`src/rtl/elhp_pkg.sv`:
```
// ----------------------------------------------------------------------------
// elhp_pkg
// shared types and constants of the layer-2 header parser
// ----------------------------------------------------------------------------
package elhp_pkg;

    // result status codes
    typedef enum logic [2:0] {
        ST_IPV4    = 3'd0,
        ST_IPV6    = 3'd1,
        ST_TOOMANY = 3'd2,
        ST_UNSUPP  = 3'd3,
        ST_NOIP    = 3'd4,
        ST_TRUNC   = 3'd5
    } t_status;

    // configuration register indexes
    localparam logic CFG_HEADER_LIMIT = 1'b0;
    localparam logic CFG_LABEL_LIMIT  = 1'b1;

    localparam logic [7:0] HEADER_LIMIT_RST = 8'd64;
    localparam logic [7:0] LABEL_LIMIT_RST  = 8'd128;

    // ethertypes
    localparam logic [15:0] ET_IPV4   = 16'h0800;
    localparam logic [15:0] ET_IPV6   = 16'h86DD;
    localparam logic [15:0] ET_VLAN   = 16'h8100;
    localparam logic [15:0] ET_QINQ1  = 16'h9100;
    localparam logic [15:0] ET_QINQ2  = 16'h9200;
    localparam logic [15:0] ET_QINQ3  = 16'h9300;
    localparam logic [15:0] ET_MPLS_U = 16'h8847;
    localparam logic [15:0] ET_MPLS_M = 16'h8848;

    localparam logic [3:0]  MAC_BYTES  = 4'd12;
    localparam logic [3:0]  TYPE_BYTES = 4'd2;
    localparam logic [3:0]  WORD_BYTES = 4'd4;
    localparam logic [8:0]  L2_BASE    = 9'd14;
    localparam logic [8:0]  WORD_STEP  = 9'd4;
    localparam logic [13:0] LEN_SAT    = 14'h3FFF;

    // one parse result
    typedef struct packed {
        t_status     status;
        logic [7:0]  l3_offset;
        logic [13:0] l3_length;
        logic [1:0]  tag_count;
        logic [11:0] outer_vlan_id;
        logic [11:0] inner_vlan_id;
        logic [15:0] outer_tag_type;
        logic [15:0] inner_tag_type;
    } t_result;

    // limits from the configuration registers
    typedef struct packed {
        logic [7:0] header_limit;
        logic [7:0] label_limit;
    } t_cfg;

endpackage

```
`src/rtl/elhp_core.sv`:
```
// ----------------------------------------------------------------------------
// elhp_core
// per-frame parse state and the one-byte next-state logic
// ----------------------------------------------------------------------------
module elhp_core #(
    parameter int MAX_FRAME_BYTES = 16384,
    parameter int MAX_TAGS        = 2
) (
    input  logic             i_clk,
    input  logic             i_rst_n,
    input  logic             i_step,
    input  logic [7:0]       i_byte,
    input  logic             i_last,
    input  elhp_pkg::t_cfg   i_cfg,
    output logic             o_result_valid,
    output elhp_pkg::t_result o_result
);

    localparam int PW = $clog2(MAX_FRAME_BYTES + 1);
    localparam int DW = (PW > 15) ? PW + 1 : 16;
    localparam logic [PW-1:0] POS_MAX = PW'(MAX_FRAME_BYTES);

    typedef enum logic [2:0] {
        PH_MAC,
        PH_TYPE,
        PH_TAG,
        PH_LABEL,
        PH_DONE
    } t_phase;

    typedef struct packed {
        t_phase            phase;
        elhp_pkg::t_status status;
    } t_decide;

    logic [PW-1:0]     r_pos,   n_pos,   s_pos;
    t_phase            r_phase, n_phase, s_phase;
    logic [15:0]       r_cur,   n_cur,   s_cur;
    logic [23:0]       r_gather;
    logic [3:0]        r_cnt,   n_cnt,   s_cnt;
    logic [1:0]        r_tags,  n_tags,  s_tags;
    logic [11:0]       r_id     [2];
    logic [11:0]       n_id     [2];
    logic [11:0]       s_id     [2];
    logic [15:0]       r_ttype  [2];
    logic [15:0]       n_ttype  [2];
    logic [15:0]       s_ttype  [2];
    elhp_pkg::t_status r_dec,   n_dec,   s_dec;
    logic [8:0]        r_hend,  n_hend,  s_hend;

    logic [31:0]       word;
    logic [3:0]        cnt_inc;
    logic [8:0]        hend_inc;
    t_decide           dcd;
    logic              do_decide;
    logic [15:0]       dcd_type;
    logic [8:0]        dcd_hend;
    logic [1:0]        dcd_tags;
    elhp_pkg::t_status res_status;
    logic [DW-1:0]     len_diff;

    // examine an ethertype at the current header end
    function automatic t_decide decide(input logic [15:0] typ, input logic [8:0] hend,
                                       input logic [1:0] tags, input logic [7:0] limit);
        t_decide d;
        d.phase  = PH_DONE;
        d.status = elhp_pkg::ST_TRUNC;
        if (typ == elhp_pkg::ET_IPV4) begin
            d.status = elhp_pkg::ST_IPV4;
        end else if (typ == elhp_pkg::ET_IPV6) begin
            d.status = elhp_pkg::ST_IPV6;
        end else if (hend > {1'b0, limit}) begin
            d.status = elhp_pkg::ST_NOIP;
        end else if (typ == elhp_pkg::ET_VLAN || typ == elhp_pkg::ET_QINQ1 ||
                     typ == elhp_pkg::ET_QINQ2 || typ == elhp_pkg::ET_QINQ3) begin
            if (tags >= 2'(MAX_TAGS)) begin
                d.status = elhp_pkg::ST_TOOMANY;
            end else begin
                d.phase = PH_TAG;
            end
        end else if (typ == elhp_pkg::ET_MPLS_U || typ == elhp_pkg::ET_MPLS_M) begin
            d.phase = PH_LABEL;
        end else begin
            d.status = elhp_pkg::ST_UNSUPP;
        end
        return d;
    endfunction

    assign word     = {r_gather, i_byte};
    assign cnt_inc  = r_cnt + 4'd1;
    assign hend_inc = r_hend + elhp_pkg::WORD_STEP;

    // operands of the type decision for this byte
    always_comb begin
        do_decide = 1'b0;
        dcd_type  = r_cur;
        dcd_hend  = r_hend;
        dcd_tags  = r_tags;
        unique case (r_phase)
            PH_TYPE: begin
                if (cnt_inc >= elhp_pkg::TYPE_BYTES) begin
                    do_decide = 1'b1;
                    dcd_type  = word[15:0];
                    dcd_hend  = elhp_pkg::L2_BASE;
                end
            end
            PH_TAG: begin
                if (cnt_inc >= elhp_pkg::WORD_BYTES) begin
                    do_decide = 1'b1;
                    dcd_type  = word[15:0];
                    dcd_hend  = hend_inc;
                    dcd_tags  = r_tags + 2'd1;
                end
            end
            PH_LABEL: begin
                // bottom of stack, or label walk past its limit: take as ipv4
                if (cnt_inc >= elhp_pkg::WORD_BYTES &&
                    (word[8] || hend_inc > {1'b0, i_cfg.label_limit})) begin
                    do_decide = 1'b1;
                    dcd_type  = elhp_pkg::ET_IPV4;
                    dcd_hend  = hend_inc;
                end
            end
            PH_MAC, PH_DONE: begin
                do_decide = 1'b0;
            end
            default: begin
                do_decide = 1'b0;
            end
        endcase
    end

    assign dcd = decide(dcd_type, dcd_hend, dcd_tags, i_cfg.header_limit);

    // state after taking this byte
    always_comb begin
        s_pos   = (r_pos < POS_MAX) ? r_pos + PW'(1) : r_pos;
        s_phase = r_phase;
        s_cur   = r_cur;
        s_cnt   = r_cnt;
        s_tags  = r_tags;
        s_id    = r_id;
        s_ttype = r_ttype;
        s_dec   = r_dec;
        s_hend  = r_hend;
        unique case (r_phase)
            PH_MAC: begin
                if (cnt_inc >= elhp_pkg::MAC_BYTES) begin
                    s_cnt   = '0;
                    s_phase = PH_TYPE;
                end else begin
                    s_cnt = cnt_inc;
                end
            end
            PH_TYPE: begin
                s_cnt = cnt_inc;
            end
            PH_TAG: begin
                s_cnt = cnt_inc;
                if (cnt_inc >= elhp_pkg::WORD_BYTES) begin
                    s_id[r_tags[0]]    = word[27:16];
                    s_ttype[r_tags[0]] = r_cur;
                    s_tags             = dcd_tags;
                end
            end
            PH_LABEL: begin
                if (cnt_inc >= elhp_pkg::WORD_BYTES) begin
                    s_cnt  = '0;
                    s_hend = hend_inc;
                end else begin
                    s_cnt = cnt_inc;
                end
            end
            PH_DONE: begin
                s_cnt = r_cnt;
            end
            default: begin
                s_cnt = r_cnt;
            end
        endcase
        if (do_decide) begin
            s_cur   = dcd_type;
            s_hend  = dcd_hend;
            s_cnt   = '0;
            s_phase = dcd.phase;
            s_dec   = dcd.status;
        end
    end

    // result of the frame ending on this byte
    assign res_status = (s_phase == PH_DONE) ? s_dec : elhp_pkg::ST_TRUNC;
    assign len_diff   = DW'(s_pos) - DW'(s_hend);

    always_comb begin
        o_result.status         = res_status;
        o_result.l3_offset      = '0;
        o_result.l3_length      = '0;
        o_result.tag_count      = s_tags;
        o_result.outer_vlan_id  = s_id[0];
        o_result.inner_vlan_id  = s_id[1];
        o_result.outer_tag_type = s_ttype[0];
        o_result.inner_tag_type = s_ttype[1];
        if (res_status != elhp_pkg::ST_TRUNC) begin
            o_result.l3_offset = s_hend[8] ? 8'hFF : s_hend[7:0];
        end
        if ((res_status == elhp_pkg::ST_IPV4 || res_status == elhp_pkg::ST_IPV6) &&
            DW'(s_pos) >= DW'(s_hend)) begin
            o_result.l3_length = (len_diff > DW'(elhp_pkg::LEN_SAT)) ? elhp_pkg::LEN_SAT
                                                                     : len_diff[13:0];
        end
    end

    assign o_result_valid = i_step && i_last;

    // next state: hold, step, or clear after the last byte
    always_comb begin
        n_pos   = r_pos;
        n_phase = r_phase;
        n_cur   = r_cur;
        n_cnt   = r_cnt;
        n_tags  = r_tags;
        n_id    = r_id;
        n_ttype = r_ttype;
        n_dec   = r_dec;
        n_hend  = r_hend;
        if (i_step) begin
            if (i_last) begin
                n_pos      = '0;
                n_phase    = PH_MAC;
                n_cur      = '0;
                n_cnt      = '0;
                n_tags     = '0;
                n_id[0]    = '0;
                n_id[1]    = '0;
                n_ttype[0] = '0;
                n_ttype[1] = '0;
                n_dec      = elhp_pkg::ST_TRUNC;
                n_hend     = '0;
            end else begin
                n_pos   = s_pos;
                n_phase = s_phase;
                n_cur   = s_cur;
                n_cnt   = s_cnt;
                n_tags  = s_tags;
                n_id    = s_id;
                n_ttype = s_ttype;
                n_dec   = s_dec;
                n_hend  = s_hend;
            end
        end
    end

    always_ff @(posedge i_clk) begin
        if (!i_rst_n) begin
            r_pos      <= '0;
            r_phase    <= PH_MAC;
            r_cur      <= '0;
            r_cnt      <= '0;
            r_tags     <= '0;
            r_id[0]    <= '0;
            r_id[1]    <= '0;
            r_ttype[0] <= '0;
            r_ttype[1] <= '0;
            r_dec      <= elhp_pkg::ST_TRUNC;
            r_hend     <= '0;
        end else begin
            r_pos   <= n_pos;
            r_phase <= n_phase;
            r_cur   <= n_cur;
            r_cnt   <= n_cnt;
            r_tags  <= n_tags;
            r_id    <= n_id;
            r_ttype <= n_ttype;
            r_dec   <= n_dec;
            r_hend  <= n_hend;
        end
    end

    // last three bytes, only ever read within a counted word
    always_ff @(posedge i_clk) begin
        if (i_step) begin
            r_gather <= word[23:0];
        end
    end

endmodule

```
`src/rtl/ethernet_l2_header_parser.sv`:
```
// ----------------------------------------------------------------------------
// ethernet_l2_header_parser
// byte-serial ethernet header parser: vlan/qinq tags, mpls labels, l3 offset
// ----------------------------------------------------------------------------
//  channel   direction  signals                          word contents
//  s_axis    in         tvalid tready tdata[7:0] tlast   frame byte, tlast on final byte
//  m_axis    out        tvalid tready tdata[79:0] tuser  one parse result per frame
//  cfg       in         i_cfg_we i_cfg_addr i_cfg_data   0 header_limit, 1 label_limit
//
//  one byte per cycle unless a result waits on a stalled receiver: the input register feeds
//  the parse state directly, and the byte-wide next-state logic is combinational
//  a result enters the output register as the final byte leaves the input register
//  s_axis is only held off while a result sits unread in the output register
//  synchronous active-low reset clears the parse state and loads the default limits
// ----------------------------------------------------------------------------
module ethernet_l2_header_parser #(
    parameter int MAX_FRAME_BYTES = 16384,
    parameter int MAX_TAGS        = 2
) (
    input  logic        i_clk,
    input  logic        i_rst_n,
    // config write port
    input  logic        i_cfg_we,
    input  logic        i_cfg_addr,
    input  logic [7:0]  i_cfg_data,
    // frame bytes
    input  logic        s_axis_tvalid,
    output logic        s_axis_tready,
    input  logic [7:0]  s_axis_tdata,   // [7:0] frame_byte
    input  logic        s_axis_tlast,   // last_byte
    // parse results
    output logic        m_axis_tvalid,
    input  logic        m_axis_tready,
    // [7:0] l3_offset, [21:8] l3_length, [23:22] tag_count, [35:24] outer_vlan_id,
    // [47:36] inner_vlan_id, [63:48] outer_tag_type, [79:64] inner_tag_type
    output logic [79:0] m_axis_tdata,
    output logic [2:0]  m_axis_tuser    // [2:0] status
);

    elhp_pkg::t_cfg    r_cfg;
    logic              r_in_valid;
    logic [7:0]        r_in_byte;
    logic              r_in_last;
    logic              r_out_valid;
    elhp_pkg::t_result r_out;

    logic              step;
    logic              res_valid;
    elhp_pkg::t_result res;

    // input word moves into the parser when a result slot is free
    assign step          = r_in_valid && (!r_out_valid || m_axis_tready);
    assign s_axis_tready = !r_in_valid || step;

    // configuration registers
    always_ff @(posedge i_clk) begin
        if (!i_rst_n) begin
            r_cfg.header_limit <= elhp_pkg::HEADER_LIMIT_RST;
            r_cfg.label_limit  <= elhp_pkg::LABEL_LIMIT_RST;
        end else if (i_cfg_we) begin
            unique case (i_cfg_addr)
                elhp_pkg::CFG_HEADER_LIMIT: r_cfg.header_limit <= i_cfg_data;
                elhp_pkg::CFG_LABEL_LIMIT:  r_cfg.label_limit  <= i_cfg_data;
                default:                    r_cfg <= r_cfg;
            endcase
        end
    end

    // input register
    always_ff @(posedge i_clk) begin
        if (!i_rst_n) begin
            r_in_valid <= 1'b0;
        end else if (s_axis_tready) begin
            r_in_valid <= s_axis_tvalid;
        end
    end

    always_ff @(posedge i_clk) begin
        if (s_axis_tready && s_axis_tvalid) begin
            r_in_byte <= s_axis_tdata;
            r_in_last <= s_axis_tlast;
        end
    end

    elhp_core #(
        .MAX_FRAME_BYTES (MAX_FRAME_BYTES),
        .MAX_TAGS        (MAX_TAGS)
    ) u_core (
        .i_clk          (i_clk),
        .i_rst_n        (i_rst_n),
        .i_step         (step),
        .i_byte         (r_in_byte),
        .i_last         (r_in_last),
        .i_cfg          (r_cfg),
        .o_result_valid (res_valid),
        .o_result       (res)
    );

    // result register
    always_ff @(posedge i_clk) begin
        if (!i_rst_n) begin
            r_out_valid <= 1'b0;
        end else if (res_valid) begin
            r_out_valid <= 1'b1;
        end else if (m_axis_tready) begin
            r_out_valid <= 1'b0;
        end
    end

    always_ff @(posedge i_clk) begin
        if (res_valid) begin
            r_out <= res;
        end
    end

    assign m_axis_tvalid = r_out_valid;
    assign m_axis_tuser  = r_out.status;
    assign m_axis_tdata  = {r_out.inner_tag_type, r_out.outer_tag_type,
                            r_out.inner_vlan_id, r_out.outer_vlan_id,
                            r_out.tag_count, r_out.l3_length, r_out.l3_offset};

endmodule

```
`config.mk`:
```
export PLATFORM = sky130hd
export DESIGN_NAME = ethernet_l2_header_parser
export DESIGN_NICKNAME = d
export VERILOG_FILES = /design/src/rtl/elhp_pkg.sv /design/src/rtl/elhp_core.sv /design/src/rtl/ethernet_l2_header_parser.sv
export SDC_FILE = /design/constraint.sdc
export NUM_CORES = 1
export LEC_CHECK = 0
export ABC_AREA = 1
export BUFFER_PORTS_ARGS = -buffer_cell sky130_fd_sc_hd__buf_2
export CAP_MARGIN = 20
export CORE_UTILIZATION = 35
export DETAILED_ROUTE_END_ITERATION = 16
export PLACE_DENSITY_LB_ADDON = 0.1
export SLEW_MARGIN = 20
export SYNTH_ARGS = -nofsm -noshare
export SYNTH_HDL_FRONTEND = slang
export SYNTH_SLANG_ARGS = --single-unit
```
`constraint.sdc`:
```
create_clock -name i_clk -period 9.3 [get_ports i_clk]
set_input_delay 0.465 -clock i_clk [delete_from_list [all_inputs] [get_ports i_clk]]
set_output_delay 0.465 -clock i_clk [all_outputs]
set_load 0.1 [all_outputs]
```
==> flow_summary.ini, run 1 <==
[outcome]
status = complete, no violations

[clock_network]
clock-sinks = 238
cts_tree = yes
cts-root-buf = clkbuf_16
cts_setup_buffers = 0
holdBufCountCts = 0
clkSlewWorstSetupHoldPaths_ns = 0.06
cts_buffers = 27
clkLatencyLatePin_ns = 0.52
htree_num_levels = 1
cts_buffer_depth = 3
cts.repair.resized = 0

[synthesis]
yosysWarnings = 0
synth_cell_types = 52
syn-cell-area_um2 = 11430
synthCells = 1369
avgSynthCellArea_um2 = 8.346
synth.net_count = 1422
synth_seq_area_share_pct = 51.51
synth-seq-cells = 238

[global_routing]
grt_first_pass_wirelength_um = 47010
grt_max_degree = 91
grt_usage_pct = 17.62
overflow = 0
first_global_vias = 8712
antenna_found_initial = 0

[placement]
post-place-cells = 1860
placed_cell_area_um2 = 12320
dp_hpwl_um = 20120
gp_congestion = 0.8538
io_buffers = 107

[worst_setup_path]
worstSetupEndpointType = flop
startpoint_type = flop
crit_path_frequent_cell = nand2_1
crit_type = flop to flop
cp_slowest_cell = nor2_1
required_ns = 9.68
crit_fanout = 14
max_stage_delay_ns = 0.69
worstPathArrival_ns = 6.19

[timing]
drv_slew = 0
whs_ns = 0.1206
finalCriticalPeriod_ns = 5.815
fin_skew_ns = 0.006735
fmax_mhz = 172.0
finalSetupViolCount = 0
tightest_slew_ns = 1.088
fin_crit_sh_pct = 62.53
hold_viol_final = 0
rsz0062_at_grt = no
relSlewSlack_pct = 27.44
tns_ns = 0

[final_layout]
layout.nets = 1508
syn2layout_area_growth_pct = 16.49
fillers = 3230
final_util_pct = 41.86
layout.cells.non_filler = 1910
diodes = 0
fin_area_um2 = 13310
layout-drive-gt1-share_pct = 16.54

[detailed_routing]
ant_nets = 0
vias = 9079
wl_met3_um = 1093
via_per_inst = 4.753
drc = 0
drtIter0Drc = 579
drt-pass1-iter-count = 5
met1Wirelength_um = 13620
routed_wl_um = 28770
wl_per_cell_um = 15.06
top_layer_used = met4
dr_wl_met2_um = 13550

[power]
power.density_nw_per_um2 = 178.2
ir_worst_vdd_uv = 121.6
power.leakage_nw = 5.468

[floorplanning]
row_count = 65
ioPinCount = 108
fp.coreArea_um2 = 31800
dieArea_um2 = 33370
dieWidth_um = 182.7
start_util_pct = 35.93
dieHeight_um = 182.7

[worst_hold_path]
holdCritPathClass = input port to flop

[flow_run]
maxCapViolCount = 0
## synth_stat cells, drive strengths merged
cell type	count	area (um2)
a221o	1	10.01
o21bai	2	15.01
a22oi	5	51.30
a2111o	1	11.26
and3	1	6.260
xor2	16	140.1
o221a	1	11.26
nor2	102	496.7
buf	14	91.34
fa	1	20.02
a21oi	158	790.8
a31oi	1	6.260
a21o	1	7.510
nor3	12	65.06
nand3	44	302.8
o31ai	1	7.510
inv	146	553.0
clkbuf	43	161.4
xnor2	4	42.55
edfxtp	112	3363
a211oi	1	7.510
o21a	1	7.510
ha	29	362.9
o22ai	2	12.51
nand4	8	65.06
o211ai	2	15.01
or2	7	43.80
nand2	413	1625
a32oi	2	17.52
o21ai	103	519.3
dfxtp	126	2522
o221ai	6	52.55
clkinv	1	3.750
o41ai	1	8.760
o311ai	1	8.760
## per-layer routing
layer | up-vias | track usage (%)
li1 | 4682 | -
met1 | 4197 | 23.55
met2 | 164 | 30.06
met3 | 36 | 2.315
met4 | 0 | 4.269
met5 | - | 0
## metrics by stage
| step | power [mW] | setup slack (ns) |
|---|---|---|
| 6_report | 2.373 | 3.485 |
| 5_1_grt | 2.466 | 2.798 |
| 4_1_cts | 2.410 | 3.504 |
| 3_5_place_dp | 1.249 | 3.545 |
| 3_3_place_gp | 1.249 | 3.600 |
| 2_1_floorplan | 1.217 | 4.039 |
## area by class of cell
type                       instances  area [um2]  share of cell area, %
clock buffer                      37       793.3                  5.960
clock inverter                    12       188.9                  1.419
inverter                         147       556.8                  4.183
multi-input combinational        927        4753                  35.71
sequential                       238        5886                  44.22
tap                              435       544.3                  4.089
timing repair buffer             114       588.1                  4.418
## logic make-up after synthesis
| group | count (synthesis) | share of synthesized area, % |
|---|---|---|
| AOI/OAI and AO/OA | 290 | 13.66 |
| and+or+nand+nor | 587 | 22.80 |
| buffers and inverters | 204 | 7.085 |
| adders and majority gates | 30 | 3.351 |
| DFF | 238 | 51.51 |
| xor gates and xnor gates | 20 | 1.599 |
## where the power goes
part	internal, mW	leakage [nW]	switching [mW]	total (mW)
Clock	0.731	0.481	0.417	1.15
Sequential	1.11	2.20	0.00782	1.12
Combinational	0.0224	2.79	0.0842	0.107
## final timing paths
path	from	end	slack, ns	cells after the start
max	u_core.r_hend[2]$_SDFFE_PN0P_	m_axis_tdata[14]$_SDFFCE_PN0P_	3.48	36
min	s_axis_tlast	r_in_last$_DFFE_PP_	0.12	1
max reg2reg	u_core.r_hend[2]$_SDFFE_PN0P_	m_axis_tdata[14]$_SDFFCE_PN0P_	3.48	36
min reg2reg	u_core.r_gather[8]$_DFFE_PP_	u_core.r_gather[16]$_DFFE_PP_	0.45	0
## cells in the final DEF, fill, tap and decap left out, types with 3 or more instances in the layout
cell type  netlist  final
o221ai_1         6      6
nor3_1          11     11
clkbuf_8         0      8
nand4_1          7      7
xor2_1          16     16
clkbuf_16        0     27
nor2_2           6      6
inv_1          134    133
edfxtp_1       112    112
or2_2            6      6
buf_2            4    107
clkinv_2         0      4
nor2_1          84     82
nand3_1         29     28
inv_2           11     12
a22oi_1          4      4
xnor2_1          3      3
ha_1            29     29
dfxtp_1        126    126
nand2_1        391    390
nand2_2         18     19
o21ai_0        102    102
buf_4            0      7
bufinv_16        0      5
nand3_2         14     15
nand2_4          4      4
a21oi_1        158    158
nor2_4          11     13
## state kept, by name, summed over array words and instances (netlist names)
register	flops
r_in_last	1
r_in_valid	1
m_axis_tdata	80
u_core.r_ttype	32
r_cfg	16
u_core.r_dec	3
u_core.r_pos	15
m_axis_tuser	3
u_core.r_id	24
m_axis_tvalid	1
u_core.r_hend	9
u_core.r_gather	20
u_core.r_cur	16
r_in_byte	8
u_core.r_tags	2
u_core.r_phase	3
u_core.r_cnt	4
## worst max-delay path, delay by kind of cell, from the launching register on
family | cells | cell delay (ns)
AOI/OAI and AO/OA | 6 | 1.24
adders and majority gates | 3 | 0.78
and+or+nand+nor | 24 | 2.62
xor gates and xnor gates | 1 | 0.35
buffers and inverters | 2 | 0.19
DFF | 1 | 0.47
(Power assumes the default switching activity.)
==> inputs of run 2 (changes only) <==
==> constraint.sdc (replaced) <==
create_clock -name i_clk -period 4.7 [get_ports i_clk]
set_input_delay 0.235 -clock i_clk [delete_from_list [all_inputs] [get_ports i_clk]]
set_output_delay 0.235 -clock i_clk [all_outputs]
set_load 0.1 [all_outputs]
==> run 2 against run 1 <==
Compared with the run above:
- the run now ends with negative setup slack left
- first-iteration DRC count increased by 3.6%
- power increased by 91%
- utilization increased by 4.0 points
- largest power group is now sequential cells
- routed wire length increased by 5.5%
- critical path type unchanged
==> flow_summary.ini, run 2 (synthesis gave the netlist of run 1 again) <==
[outcome]
status = complete, but fails checks
violations = negative setup slack

[timing]
whs_ns = 0.03209
hold_viol_final = 0
fmax_mhz = 211.1
fin_crit_sh_pct = 100.8
rsz0062_at_grt = yes
finalCriticalPeriod_ns = 4.736
tns_ns = -0.09275
setup_ws_ns = -0.03643
tightest_slew_ns = 1.052
finalSetupViolCount = 7
relSlewSlack_pct = 29.62
fin_skew_ns = 0.01635
drv_slew = 0

[placement]
gp_congestion = 0.8666
post-place-cells = 1936
io_buffers = 107
dp_hpwl_um = 20760

[detailed_routing]
via_per_inst = 4.720
ant_nets = 0
drt-pass1-iter-count = 6
vias = 9592
routed_wl_um = 30370
drtIter0Drc = 600
wl_per_cell_um = 14.94
drc = 0

[final_layout]
final_util_pct = 45.90
layout.cells.non_filler = 2032
syn2layout_area_growth_pct = 27.75
layout_common_cells = 383 x nand2_1, 149 x a21oi_1, 128 x inv_1, 123 x dfxtp_1, 112 x edfxtp_1
layout_commonest_cell = nand2_1
diodes = 0
largest_reg_flops = 80
layout-drive-gt1-share_pct = 25.67
layout.nets = 1629

[worst_setup_path]
max_stage_delay_ns = 0.37
crit_type = flop to flop
crit_path_frequent_cell = buf_4
ff2ff_setup_slack_ns = -0.04
crit_buf_inv = 15
timing.rr.end = m_axis_tdata[13]$_SDFFCE_PN0P_
r2r_cells = 36
startpoint_type = flop
worstSetupEndpointType = flop
cp_slowest_cell = dfxtp_4
path_delay_family = buffers and inverters
r2r-start = u_core.r_hend[2]$_SDFFE_PN0P_
crit_fanout = 10
startpoint = u_core.r_hend[2]$_SDFFE_PN0P_
crit_end = m_axis_tdata[13]$_SDFFCE_PN0P_
worstPathArrival_ns = 5.04
required_ns = 5.01
cp_num_cells = 36

[global_routing]
grt_first_pass_wirelength_um = 48270
first_global_vias = 9096
grt_max_degree = 83
overflow = 0
grt_usage_pct = 18.10
antenna_found_initial = 0

[power]
ir_worst_vdd_uv = 255.4
power.leakage_nw = 6.067
finalPower_mw = 4.530
power.density_nw_per_um2 = 310.3

[clock_network]
cts_tree = yes
clkSlewWorstSetupHoldPaths_ns = 0.06
cts_buffer_depth = 3
cts-root-buf = clkbuf_16
cts_buffers = 27
clkLatencyLatePin_ns = 0.56
clock-sinks = 238
htree_num_levels = 1

[floorplanning]
dieArea_um2 = 33370
row_count = 65
fp.coreArea_um2 = 31800
dieWidth_um = 182.7
ioPinCount = 108
dieHeight_um = 182.7
start_util_pct = 35.93

[worst_hold_path]
holdCritPathClass = input port to flop

[flow_run]
maxCapViolCount = 0
run 2: cell type report:
| class | instances | area (um2) |
|---|---|---|
| fill | 3134 | 17200 |
| sequential | 238 | 5894 |
| multi-input combinational | 927 | 5150 |
| timing repair buffer | 235 | 1574 |
| clock buffer | 40 | 807.0 |
| inverter | 147 | 559.3 |
| tap | 435 | 544.3 |
| clock inverter | 10 | 67.56 |
run 2: timing repair:
item                                   in CTS  in global routing
hold buffers                               18                  0
endpoints found under the hold margin      26                  0
buffers inserted                           21                  8
pin swaps                                  16                 45
setup endpoints to repair                  14                 27
cloned                                      0                  1
resized for setup                          33                 71
run 2: layer usage:
layer / GRT usage [%] / vias up / wire [um]
li1: - / 4917 / -
met1: 24.33 / 4442 / 14120
met2: 30.43 / 180 / 14430
met3: 2.415 / 53 / 1029
met4: 4.908 / 0 / 797
met5: 0 / - / 0
run 2: how the worst min path moves through the flow:
stage / from / endpoint / slack (ns) / cells after the start
after floorplan: s_axis_tdata[0] / r_in_byte[0]$_DFFE_PP_ / 0.33 / 0
after global placement: s_axis_tdata[1] / r_in_byte[1]$_DFFE_PP_ / 0.42 / 1
after detailed placement: s_axis_tdata[1] / r_in_byte[1]$_DFFE_PP_ / 0.41 / 1
after CTS: i_cfg_addr / r_cfg[14]$_SDFFE_PN1P_ / 0.01 / 4
after global routing: i_cfg_addr / r_cfg[14]$_SDFFE_PN1P_ / 0.04 / 3
final: i_cfg_addr / r_cfg[14]$_SDFFE_PN1P_ / 0.03 / 4
run 2: per-stage QoR:
step / setup slack (ns) / cell area [um2]
5_1_grt: -0.4047 / 14600
2_1_floorplan: 0.01423 / 11440
3_3_place_gp: -0.08610 / 12910
4_1_cts: -0.01108 / 14250
3_5_place_dp: -0.1486 / 12910
6_report: -0.03643 / 14600
run 2: worst reg2reg max path, delay by kind of cell, from the launching register on:
kind                       cells  cell delay (ns)
buffers and inverters         15             1.72
xor gates and xnor gates       1             0.18
and+or+nand+nor               13             1.02
DFF                            1             0.37
AOI/OAI and AO/OA              5             0.65
adders and majority gates      2             0.54
run 2: power by group:
group	total [mW]	switching, mW	internal [mW]
registers	2.21	0.0155	2.19
clock network	2.06	0.866	1.19
logic	0.261	0.183	0.0785
total	4.53	1.06	3.47
==> inputs of run 3 (changes only) <==
--- a/config.mk
+++ b/config.mk
@@ -8,10 +8,11 @@
 export ABC_AREA = 1
 export BUFFER_PORTS_ARGS = -buffer_cell sky130_fd_sc_hd__buf_2
 export CAP_MARGIN = 20
-export CORE_UTILIZATION = 35
+export CORE_UTILIZATION = 50
 export DETAILED_ROUTE_END_ITERATION = 16
 export PLACE_DENSITY_LB_ADDON = 0.1
 export SLEW_MARGIN = 20
 export SYNTH_ARGS = -nofsm -noshare
 export SYNTH_HDL_FRONTEND = slang
+export SYNTH_HIERARCHICAL = 1
 export SYNTH_SLANG_ARGS = --single-unit
==> run 3 against run 2 <==
Compared with the run above:
- the run still ends with negative setup slack left
- die area is 29% lower
- largest power group unchanged
- critical path depth is 1 higher
- cell area is 0.10% higher
==> flow_summary.ini, run 3 <==
[placement]
pre_cts_slack_ns = -0.2843
placed_cell_area_um2 = 12880
gp_congestion = 0.9094
io_buffers = 107
dp_hpwl_um = 19260

[worst_setup_path]
crit_fanout = 7
worstSetupEndpointType = flop
max_stage_delay_ns = 0.37
r2r_cells = 37
startpoint_type = flop
crit_buf_inv = 4
crit_path_frequent_cell = nand2_4
path_delay_family = simple AND/OR/NAND/NOR gates
worstPathArrival_ns = 5.12
cp_slowest_cell = dfxtp_4
required_ns = 4.99
r2r-start = u_core/r_hend[3]$_SDFFE_PN0P_
timing.rr.end = m_axis_tdata[20]$_DFFE_PP_
crit_type = flop to flop
ff2ff_setup_slack_ns = -0.13

[synthesis]
synth_edf_count = 112
avgSynthCellArea_um2 = 8.260
synth_cell_types = 54
yosys-top-cells-area = edfxtp_1 29%, dfxtp_1 22%, nand2_1 13%, a21oi_1 6.4%, inv_1 4.5%
synth-main-ff-cell = dfxtp_1
synth_async_sr_flop_share_pct = 0
yosysMostFrequentCell = nand2_1
yosysWarnings = 6
syn-cell-area_um2 = 11490
synth.net_count = 1444
synth_top_cell_by_area = edfxtp_1
synth_seq_area_share_pct = 51.23
synth-seq-cells = 238
synth_top_area_share_pct = 29.27
netlist_top_cells_count = 404 x nand2_1, 148 x a21oi_1, 137 x inv_1, 126 x dfxtp_1, 112 x edfxtp_1
synthCells = 1391

[timing]
finalSetupViolCount = 14
fin_skew_ns = 0.01993
fin_crit_sh_pct = 102.8
setup_ws_ns = -0.1320
rsz0062_at_grt = yes
hold_viol_final = 0
relSlewSlack_pct = 32.62
tightest_slew_ns = 1.011
finalCriticalPeriod_ns = 4.832
drv_slew = 0
fmax_mhz = 207.0

[power]
seqPwrFrac_pct = 47.6
power.leakage_nw = 6.020
pwr-share-clk_pct = 46.5
intPower_mw = 3.596
p_switching_mw = 1.055
ir_worst_vdd_uv = 344.1
swShare_pct = 22.69
power.density_nw_per_um2 = 318.3
pwr-share-comb_pct = 6.0

[final_layout]
diodes = 0
layout.nets = 1641
final_util_pct = 64.73
fillers = 1965
regArea_um2 = 5893
layout_commonest_cell = nand2_1
multi_input_area_um2 = 5323
fin_area_um2 = 14610
syn2layout_area_growth_pct = 27.17
largest_reg_flops = 80
layout-drive-gt1-share_pct = 25.62
layout_common_cells = 391 x nand2_1, 130 x inv_1, 124 x dfxtp_1, 120 x a21oi_1, 112 x edfxtp_1

[clock_network]
cts_buffers = 26
clkSlewWorstSetupHoldPaths_ns = 0.06
clkLatencyLatePin_ns = 0.55
cts-root-buf = clkbuf_16
cts_tree = yes
cts_buffer_depth = 3
clock-sinks = 238
htree_num_levels = 1

[worst_hold_path]
hold_path_end = r_cfg[1]$_SDFFE_PN0P_
hold_path_depth = 3
holdCritPathClass = input port to flop
hp-start = i_cfg_data[1]

[global_routing]
antenna_found_initial = 0
gr-usage-met1_pct = 33.84
busiest_layer = met2
grt_first_pass_wirelength_um = 45870
grt_usage_pct = 23.98
grt_max_degree = 90
first_global_vias = 9156
grtUsageMet3_pct = 3.072
overflow = 0
groute.layer.met2.usage_pct = 38.94

[floorplanning]
dieHeight_um = 153.6
fp.coreArea_um2 = 22570
dieArea_um2 = 23590
dieWidth_um = 153.6
ioPinCount = 108
start_util_pct = 50.90
row_count = 55

[detailed_routing]
drtIter0Drc = 685
routed_wl_um = 28760
vias = 9903
drt-pass1-iter-count = 5
wl_per_cell_um = 15.19
ant_nets = 0
via_per_inst = 5.231
drc = 0

[outcome]
status = complete, but fails checks
violations = negative setup slack

[flow_run]
maxCapViolCount = 0
==> run 3: changes by cell type after synthesis, sizes merged, moves of 3 or more <==
cell and change:
nand4 +16, nor2 +14, a21oi -10, nand2 +10
o21ai -10, nand3 +4, nor3 -3, o221ai -3
==> run 3: area by class of cell <==
class / instances / area share [%]
inverters: 150 / 3.930
flip-flops and latches: 238 / 40.33
repair buffers: 225 / 10.57
clock buffers: 31 / 4.650
clock inverters: 17 / 1.653
well taps: 285 / 2.440
multi-input cells: 947 / 36.43
==> run 3: worst max path at each step <==
stage | startpoint | end | cells past startpoint
after floorplan | u_core/r_hend[2]$_SDFFE_PN0P_ | m_axis_tdata[17]$_DFFE_PP_ | 38
after global placement | u_core/r_hend[3]$_SDFFE_PN0P_ | m_axis_tdata[15]$_DFFE_PP_ | 34
after detailed placement | u_core/r_hend[3]$_SDFFE_PN0P_ | m_axis_tdata[15]$_DFFE_PP_ | 34
after CTS | u_core/r_hend[2]$_SDFFE_PN0P_ | m_axis_tuser[1]$_DFFE_PP_ | 34
after global routing | u_core/r_hend[2]$_SDFFE_PN0P_ | m_axis_tdata[20]$_DFFE_PP_ | 37
final | u_core/r_hend[3]$_SDFFE_PN0P_ | m_axis_tdata[20]$_DFFE_PP_ | 37
==> run 3: through the flow <==
stage / std cells / TNS [ns] / power, mW / hold WS (ns)
finish: 1893 / -1.115 / 4.651 / 0.006405
global route: 1893 / -8.269 / 4.803 / 0.02123
CTS: 1878 / -0.02466 / 4.675 / 0.004745
detailed placement: 1802 / -3.542 / 2.502 / 0.4131
global placement: 1802 / -1.289 / 2.499 / 0.4130
floorplan: 1391 / -0.05872 / 2.431 / 0.3339
==> run 3: worst register-to-register path: cells and delay by family, from the launching register on <==
kind                       cells  cell delay, ns
and+or+nand+nor               26            2.64
adders and majority gates      2            0.55
AOI/OAI and AO/OA              4            0.44
buffers and inverters          4            0.42
DFF                            1            0.37
xor gates and xnor gates       1            0.17
==> run 3: logic make-up after synthesis <==
kind of cell,after synthesis,share of synthesized area [%]
adders and majority gates,30,3.332
buffers and inverters,206,7.198
AOI/OAI and AO/OA,269,12.49
xor gates and xnor gates,18,1.438
DFF,238,51.23
and+or+nand+nor,630,24.32
==> run 3: per-layer routing <==
layer	vias to the layer above	share of wire (%)
met5	-	0
met4	0	1.9
met3	42	5.4
met2	281	46
met1	4606	46
li1	4974	-
==> run 3: timing repair <==
action	CTS	global route
hold buffers	15	0
gates cloned	1	0
endpoints found under the hold margin	16	0
buffers inserted	13	15
pin swaps	32	52
gates resized for setup	31	59
endpoints found under the setup margin	23	26
==> run 3: power groups by stage <==
| stage | combinational (mW) | clock, mW | sequential [mW] |
|---|---|---|---|
| 2_1_floorplan | 0.128 | 0 | 2.30 |
| 3_3_place_gp | 0.241 | 0 | 2.26 |
| 3_5_place_dp | 0.244 | 0 | 2.26 |
| 4_1_cts | 0.263 | 2.20 | 2.21 |
| 5_1_grt | 0.303 | 2.28 | 2.21 |
| 6_report | 0.278 | 2.16 | 2.21 |
